==> config.mk <==
export PLATFORM = sky130hd
export DESIGN_NAME = midi_event_to_cv_dac_frames
export DESIGN_NICKNAME = d
export VERILOG_FILES = /design/src/rtl/m2cv_pkg.sv /design/src/rtl/m2cv_slots.sv /design/src/rtl/midi_event_to_cv_dac_frames.sv
export SDC_FILE = /design/constraint.sdc
export NUM_CORES = 1
export LEC_CHECK = 0
export BUFFER_PORTS_ARGS = -buffer_cell sky130_fd_sc_hd__buf_2
export CAP_MARGIN = 5
export CORE_MARGIN = 4
export CORE_UTILIZATION = 45
export DETAILED_ROUTE_END_ITERATION = 16
export PLACE_DENSITY = 0.66
export SETUP_SLACK_MARGIN = 0.05
export SLEW_MARGIN = 25
export SYNTH_ARGS = -nofsm -noshare
export SYNTH_HDL_FRONTEND = slang
export SYNTH_SLANG_ARGS = --single-unit
==> constraint.sdc <==
create_clock -name clk_i -period 2.3 [get_ports clk_i]
set_clock_uncertainty 0.15 [all_clocks]
set_input_delay 0 -clock clk_i [delete_from_list [all_inputs] [get_ports clk_i]]
set_output_delay 0 -clock clk_i [all_outputs]
set_load 0.05 [all_outputs]
==> src/rtl/m2cv_pkg.sv <==
// Shared types, constants and DAC word helpers for the MIDI event to CV frame block.
// Used by m2cv_slots and midi_event_to_cv_dac_frames; depends on nothing else.
`timescale 1ns / 1ps

package m2cv_pkg;

  localparam int unsigned SLOT_COUNT = 3;
  localparam int unsigned SLOT_W     = (SLOT_COUNT > 1) ? $clog2(SLOT_COUNT) : 1;

  localparam logic [3:0]  CMD_NOTE_OFF = 4'h8;
  localparam logic [3:0]  CMD_NOTE_ON  = 4'h9;
  localparam logic [3:0]  CMD_CTRL     = 4'hB;

  localparam logic [7:0]  SX_VOICE_CHAN = 8'h10;
  localparam logic [7:0]  SX_CTRL_CHAN  = 8'h20;
  localparam logic [7:0]  SX_CTRL_NUM   = 8'h30;

  localparam logic [7:0]  NO_NOTE  = 8'hFF;
  localparam logic [7:0]  DAC_HDR  = 8'h30;
  localparam logic [11:0] PITCH_ON = 12'hFFF;

  localparam logic        KIND_DAC  = 1'b0;
  localparam logic        KIND_GATE = 1'b1;

  typedef enum logic [1:0] {
    REC_NONE,
    REC_VOICE,
    REC_CTRL
  } rec_kind_e;

  typedef enum logic [1:0] {
    STEP_GATE,
    STEP_LEVEL,
    STEP_PITCH
  } step_e;

  typedef struct packed {
    rec_kind_e         kind;
    logic [SLOT_W-1:0] slot;
    logic              gate_on;
    logic [7:0]        level;
  } event_rec_t;

  function automatic logic [15:0] word8(input logic [7:0] v, input logic sub);
    logic [7:0] hi;
    hi = DAC_HDR | {sub, 3'b000, v[7:4]};
    return {hi, v[3:0], 4'b0000};
  endfunction

  function automatic logic [15:0] word12(input logic [11:0] p);
    return {DAC_HDR | {4'b0000, p[11:8]}, p[7:0]};
  endfunction

  function automatic logic [7:0] level_sel(input logic [SLOT_W-1:0] s);
    logic [7:0] m;
    case (32'(s))
      0:       m = 8'h10;
      1:       m = 8'h02;
      2:       m = 8'h01;
      default: m = 8'h00;
    endcase
    return m;
  endfunction

  function automatic logic [7:0] pitch_sel(input logic [SLOT_W-1:0] s);
    logic [7:0] m;
    case (32'(s))
      0:       m = 8'h80;
      1:       m = 8'h40;
      2:       m = 8'h20;
      default: m = 8'h00;
    endcase
    return m;
  endfunction

endpackage

==> src/rtl/m2cv_slots.sv <==
// Voice and controller slot state with the event decoder that reads and updates it.
// Depends on m2cv_pkg.
`timescale 1ns / 1ps

module m2cv_slots
  import m2cv_pkg::*;
(
  input  logic       clk_i,
  input  logic       rst_ni,
  input  logic       accept_i,
  input  logic [7:0] status_i,
  input  logic [7:0] first_i,
  input  logic [7:0] second_i,
  input  logic       sysex_i,
  output event_rec_t rec_o
);

  logic [7:0] voice_chan_q [SLOT_COUNT];
  logic [7:0] held_note_q  [SLOT_COUNT];
  logic [7:0] ctrl_chan_q  [SLOT_COUNT];
  logic [7:0] ctrl_num_q   [SLOT_COUNT];

  logic [3:0]        cmd;
  logic [7:0]        chan;
  logic              on_hit, off_hit, cc_hit;
  logic [SLOT_W-1:0] on_idx, off_idx, cc_idx;
  logic              held_we;
  logic [SLOT_W-1:0] held_idx;
  logic [7:0]        held_val;
  logic              sx_ok;
  logic [SLOT_W-1:0] sx_idx;

  assign cmd    = status_i[7:4];
  assign chan   = {4'h0, status_i[3:0]};
  assign sx_ok  = first_i < 8'(SLOT_COUNT);
  assign sx_idx = first_i[SLOT_W-1:0];

  always_comb begin
    on_hit  = 1'b0;
    off_hit = 1'b0;
    cc_hit  = 1'b0;
    on_idx  = '0;
    off_idx = '0;
    cc_idx  = '0;
    for (int i = SLOT_COUNT - 1; i >= 0; i--) begin
      if (voice_chan_q[i] == chan) begin
        on_hit = 1'b1;
        on_idx = SLOT_W'(i);
      end
      if (voice_chan_q[i] == chan && held_note_q[i] != NO_NOTE &&
          held_note_q[i] == first_i) begin
        off_hit = 1'b1;
        off_idx = SLOT_W'(i);
      end
      if (ctrl_chan_q[i] == chan && ctrl_num_q[i] == first_i) begin
        cc_hit = 1'b1;
        cc_idx = SLOT_W'(i);
      end
    end
  end

  always_comb begin
    rec_o    = '{kind: REC_NONE, slot: '0, gate_on: 1'b0, level: 8'h00};
    held_we  = 1'b0;
    held_idx = off_idx;
    held_val = NO_NOTE;
    if (cmd == CMD_NOTE_ON && second_i != 8'h00) begin
      if (on_hit) begin
        rec_o    = '{kind: REC_VOICE, slot: on_idx, gate_on: 1'b1,
                     level: {second_i[6:0], 1'b0}};
        held_we  = 1'b1;
        held_idx = on_idx;
        held_val = first_i;
      end
    end else if ((cmd == CMD_NOTE_ON) || (cmd != CMD_CTRL && !sysex_i &&
                 cmd == CMD_NOTE_OFF)) begin
      if (off_hit) begin
        rec_o   = '{kind: REC_VOICE, slot: off_idx, gate_on: 1'b0, level: 8'h00};
        held_we = 1'b1;
      end
    end else if (cmd == CMD_CTRL) begin
      if (cc_hit) begin
        rec_o = '{kind: REC_CTRL, slot: cc_idx, gate_on: 1'b0,
                  level: {second_i[6:0], 1'b0}};
      end
    end
  end

  always_ff @(posedge clk_i or negedge rst_ni) begin
    if (!rst_ni) begin
      for (int i = 0; i < SLOT_COUNT; i++) begin
        voice_chan_q[i] <= 8'(i);
        held_note_q[i]  <= NO_NOTE;
        ctrl_chan_q[i]  <= 8'h00;
        ctrl_num_q[i]   <= 8'(i);
      end
    end else if (accept_i) begin
      if (held_we) begin
        held_note_q[held_idx] <= held_val;
      end
      if (sysex_i && cmd != CMD_NOTE_ON && cmd != CMD_CTRL && sx_ok) begin
        case (status_i)
          SX_VOICE_CHAN: voice_chan_q[sx_idx] <= second_i;
          SX_CTRL_CHAN:  ctrl_chan_q[sx_idx]  <= second_i;
          SX_CTRL_NUM:   ctrl_num_q[sx_idx]   <= second_i;
          default: ;
        endcase
      end
    end
  end

endmodule

==> src/rtl/midi_event_to_cv_dac_frames.sv <==
// Top level: MIDI event stream in, gate changes and DAC SPI words out.
// Depends on m2cv_pkg and m2cv_slots.
//
// The input channel takes one MIDI event per word: status, first and second
// data byte in tdata, and the sysex flag in tuser. Slot state is read and
// updated in the cycle the event is accepted, and the decoded event waits in
// one pending register. The output channel then gives one word per cycle,
// while the receiver is ready, from a registered output stage: a note event
// gives a gate word, a level DAC word and a pitch DAC word; a control change
// gives one level DAC word; unmatched events and sysex events without a
// note-on or control-change status give nothing. tlast marks the final word
// of an event. The pending event is held until its last word issues. A new
// event is accepted in the cycle the pending event issues its last word, or
// when nothing is pending. When the receiver stalls, the output word holds
// and the pending event waits, and input is refused once the pending
// register is occupied. Reset restores the slot mapping (voice channels 0,
// 1, 2, no held notes, controller channel 0 with numbers 0, 1, 2) and
// empties both stages.
`timescale 1ns / 1ps

module midi_event_to_cv_dac_frames
  import m2cv_pkg::*;
(
  input  logic        clk_i,
  input  logic        rst_ni,
  input  logic        s_axis_tvalid_i,
  output logic        s_axis_tready_o,
  // status_byte [7:0], first_data [15:8], second_data [23:16]
  input  logic [23:0] s_axis_tdata_i,
  // is_sysex [0]
  input  logic [0:0]  s_axis_tuser_i,
  output logic        m_axis_tvalid_o,
  input  logic        m_axis_tready_i,
  // select_mask [7:0], dac_word [23:8], gate_index [25:24], gate_level [26], zero [31:27]
  output logic [31:0] m_axis_tdata_o,
  // frame_kind [0]
  output logic [0:0]  m_axis_tuser_o,
  output logic        m_axis_tlast_o
);

  event_rec_t dec_rec;
  event_rec_t pend_q, pend_d;
  step_e      step_q, step_d;
  logic       accept, busy, out_adv, word_last, pend_done;
  logic       out_valid_q;
  logic       kind_d, kind_q, last_d, last_q, gl_d, gl_q;
  logic [7:0] sel_d, sel_q;
  logic [15:0] word_d, word_q;
  logic [1:0] gi_d, gi_q;

  m2cv_slots u_slots (
    .clk_i    (clk_i),
    .rst_ni   (rst_ni),
    .accept_i (accept),
    .status_i (s_axis_tdata_i[7:0]),
    .first_i  (s_axis_tdata_i[15:8]),
    .second_i (s_axis_tdata_i[23:16]),
    .sysex_i  (s_axis_tuser_i[0]),
    .rec_o    (dec_rec)
  );

  assign busy      = pend_q.kind != REC_NONE;
  assign out_adv   = !out_valid_q || m_axis_tready_i;
  assign word_last = (pend_q.kind == REC_CTRL) || (step_q == STEP_PITCH);
  assign pend_done = out_adv && busy && word_last;
  assign s_axis_tready_o = !busy || pend_done;
  assign accept    = s_axis_tvalid_i && s_axis_tready_o;

  always_comb begin
    pend_d = pend_q;
    step_d = step_q;
    if (out_adv && busy) begin
      case (step_q)
        STEP_GATE:  step_d = STEP_LEVEL;
        STEP_LEVEL: step_d = STEP_PITCH;
        default:    step_d = STEP_GATE;
      endcase
      if (word_last) begin
        step_d = STEP_GATE;
      end
    end
    if (accept) begin
      pend_d = dec_rec;
      step_d = (dec_rec.kind == REC_CTRL) ? STEP_LEVEL : STEP_GATE;
    end else if (pend_done) begin
      pend_d.kind = REC_NONE;
    end
  end

  always_comb begin
    kind_d = KIND_DAC;
    sel_d  = 8'h00;
    word_d = 16'h0000;
    gi_d   = 2'b00;
    gl_d   = 1'b0;
    last_d = word_last;
    case (step_q)
      STEP_GATE: begin
        kind_d = KIND_GATE;
        gi_d   = 2'(pend_q.slot);
        gl_d   = pend_q.gate_on;
      end
      STEP_LEVEL: begin
        sel_d  = level_sel(pend_q.slot);
        word_d = word8(pend_q.level, pend_q.kind == REC_CTRL);
      end
      default: begin
        sel_d  = pitch_sel(pend_q.slot);
        word_d = word12(pend_q.gate_on ? PITCH_ON : 12'h000);
      end
    endcase
  end

  always_ff @(posedge clk_i or negedge rst_ni) begin
    if (!rst_ni) begin
      pend_q      <= '{kind: REC_NONE, slot: '0, gate_on: 1'b0, level: 8'h00};
      step_q      <= STEP_GATE;
      out_valid_q <= 1'b0;
    end else begin
      pend_q <= pend_d;
      step_q <= step_d;
      if (out_adv) begin
        out_valid_q <= busy;
      end
    end
  end

  always_ff @(posedge clk_i) begin
    if (out_adv && busy) begin
      kind_q <= kind_d;
      sel_q  <= sel_d;
      word_q <= word_d;
      gi_q   <= gi_d;
      gl_q   <= gl_d;
      last_q <= last_d;
    end
  end

  assign m_axis_tvalid_o = out_valid_q;
  assign m_axis_tdata_o  = {5'b00000, gl_q, gi_q, word_q, sel_q};
  assign m_axis_tuser_o  = kind_q;
  assign m_axis_tlast_o  = last_q;

endmodule

==> flow_summary.json <==
{
  "status": "finished, violations left",
  "violations": "negative setup slack",
  "cp_common_cell": "buf_4",
  "drv_slew": 0,
  "synth_compound_area_share_pct": 4.80,
  "finalWorstPathRequiredPeriod_ns": 2.52,
  "cts.sinks": 132,
  "drt_iter0_drc": 218,
  "clock.fmax_mhz": 396,
  "synthAdderAreaFrac_pct": 0,
  "timing.hold.ws_ns": 0.00809,
  "synth_top_family_by_area": "multiplexers",
  "routedWlPerCell_um": 20.0,
  "critical_path_class": "flop to flop",
  "hold_path_class": "primary input to flop",
  "slew_headroom_pct": 39.1,
  "slowest_delay_ns": 0.56,
  "post-route-util_pct": 60.8,
  "cp_max_fo": 8,
  "slowest_stage": "dfstp_2",
  "critical_path_arrival_ns": 2.72,
  "start_util_pct": 46.2,
  "grt_max_degree": 50,
  "worstSkewPairLatency_ns": 0.43,
  "synth_commonest_cells": "mux2_2 (96), dfrtp_1 (83), xnor2_1 (66)",
  "rows": 43,
  "grt_pass1_vias": 4767,
  "pin_count": 65,
  "tns_ns": -4.79,
  "dpl.cell_count": 770,
  "cp.required_ns": 2.50,
  "grt_pass1_wl_mm": 26.1,
  "h-tree-depth": 4,
  "netlist_area_um2": 6460,
  "clkTransAtPathRegs_ns": 0.06,
  "placed_area_um2": 7300,
  "tightest_slew_ns": 0.910,
  "crit_family": "compound AO/OA/AOI/OAI gates",
  "synth_most_common_cell": "mux2_2",
  "cts_buffers": 17,
  "vdd_drop_max_mv": 0.486,
  "stdcell_count": 826,
  "maxCapViolCount": 0,
  "ys_seq_elements": 132,
  "die-height_um": 128,
  "core_um2": 14000,
  "design_area_um2": 8510,
  "gr-usage-all-layers_pct": 21.0,
  "cts_buffer_depth": 2,
  "firstDrtPassIters": 5,
  "finalWirelength_mm": 16.5,
  "ys_types": 51,
  "vias": 4482,
  "setup_ws_ns": -0.223,
  "path_depth": 10,
  "period_share_pct": 110,
  "crit_path_start_kind": "flop",
  "antenna_found_initial": 0,
  "synth_area_leaders": "dfrtp_1 (32%), mux2_2 (17%), dfstp_2 (11%)",
  "ys_warn_count": 0,
  "drive_above_1_share_pct": 51.1,
  "leakagePower_nw": 3.80,
  "synthArstFlopShare_pct": 84.1,
  "p_total_mw": 6.92,
  "syn_inst": 511,
  "syn_to_final_growth_pct": 31.7,
  "yosysSeqAreaShare_pct": 53.3,
  "synthMuxAreaShare_pct": 17.4,
  "finalHoldViolations": 0,
  "synth-xor-area-share_pct": 9.62,
  "die_area_um2": 16300,
  "powerDensity_nw_per_um2": 813,
  "finalSetupViolCount": 24,
  "drcViolationCount": 0,
  "via_per_inst": 5.43,
  "synth_top_area_cell": "dfrtp_1",
  "reg2regPathDepth": 10,
  "routabilityCongestion": 0.842,
  "synth_ff_type": "dfrtp_1",
  "ant_nets": 0,
  "portBuffers": 56,
  "rsz0062_at_grt": "true",
  "antenna_cells": 0,
  "holdPathStages": 3,
  "yosysTopAreaCellShare_pct": 32.1,
  "syn_avg_cell_area_um2": 12.6,
  "cts-root-buf": "clkbuf_16",
  "dpl.hpwl_mm": 11.1,
  "path_buf_inv": 3,
  "tritoncts": "done",
  "end_kind": "flop",
  "die_w_um": 128,
  "synth-edff-count": 21,
  "overflow": 0,
  "yosys.area_share.simple_pct": 10.8,
  "fin_nets": 662,
  "path_cells": "buf_4, nand4_1, o211ai_1, nor4_2, buf_4, a221oi_1, o22ai_2, buf_4, nand2_4, mux2_2",
  "dp_slack_ns": -0.319
}
timing repair:
| action | 4_1_cts | 5_1_grt |
|---|---|---|
| endpoints found under the hold margin | 195 | 0 |
| hold buffers | 13 | 0 |
| resized for setup | 30 | 63 |
| cloned | 0 | 0 |
| pin swaps | 13 | 15 |
| buffers inserted | 3 | 8 |
| endpoints found under the setup margin | 71 | 89 |
layout make-up:
type / instances / area [um^2]
Sequential cell: 132 / 3440
Inverter: 8 / 30.0
Tap cell: 180 / 225
Multi-Input combinational cell: 336 / 3200
Clock inverter: 14 / 158
Timing Repair Buffer: 138 / 1020
Clock buffer: 18 / 429
Fill cell: 1072 / 5480
per-layer routing:
metal	track usage (%)	share of wire, %	vias to the layer above	wire length, um
met5	0	0	-	0
met4	7.74	1.7	0	286
li1	-	-	2043	-
met3	5.92	6.7	21	1110
met2	32.9	48	149	7910
met1	28.1	44	2269	7180
state kept, by name, indices dropped and copies added, names as in the netlist:
register / flops
u_slots.voice_chan_q: 24
m_axis_tlast_o: 1
pend_q: 12
m_axis_tuser_o: 1
u_slots.held_note_q: 24
word_q: 10
m_axis_tvalid_o: 1
step_q: 2
gl_q: 1
gi_q: 2
u_slots.ctrl_num_q: 24
u_slots.ctrl_chan_q: 24
sel_q: 6
worst paths after layout:
kind	from	to	slack [ns]
max in group asynchronous	rst_ni	m_axis_tvalid_o$_DFFE_PN0P_	0.50
max reg2reg	u_slots.held_note_q[16]$_DFFE_PN1P_	u_slots.held_note_q[4]$_DFFE_PN1P_	-0.22
max	u_slots.held_note_q[16]$_DFFE_PN1P_	u_slots.held_note_q[4]$_DFFE_PN1P_	-0.22
min in group asynchronous	rst_ni	u_slots.held_note_q[1]$_DFFE_PN1P_	0.10
min reg2reg	pend_q[3]$_DFFE_PN0P_	pend_q[3]$_DFFE_PN0P_	0.36
min	s_axis_tdata_i[11]	u_slots.held_note_q[11]$_DFFE_PN1P_	0.008
where the power goes:
part           internal (mW)  switching, mW
logic                  0.464           1.04
registers               2.61         0.0942
clock network           1.69           1.01
cell usage in the layout, fill, tap and decap left out, types with 15 or more instances in the layout:
| cell | netlist | layout |
|---|---|---|
| dfrtp_1 | 83 | 82 |
| xnor2_1 | 66 | 63 |
| buf_4 | 14 | 58 |
| buf_2 | 12 | 55 |
| mux2_2 | 96 | 53 |
| mux2_4 | 0 | 45 |
| dfstp_2 | 28 | 28 |
| edfxtp_1 | 21 | 21 |
| clkbuf_16 | 0 | 17 |
| nand4_1 | 15 | 15 |
worst min-delay path: stages:
cell    delay, ns
buf_2        0.21
or2_2        0.20
mux2_2       0.15
logic make-up after synthesis:
logic type      after synthesis
other cells                   1
flops                       132
buf+inv                      50
xor+xnor                     71
compound gates               43
mux                         100
simple gates                114
Note: power is estimated with default switching activity, not from simulation.
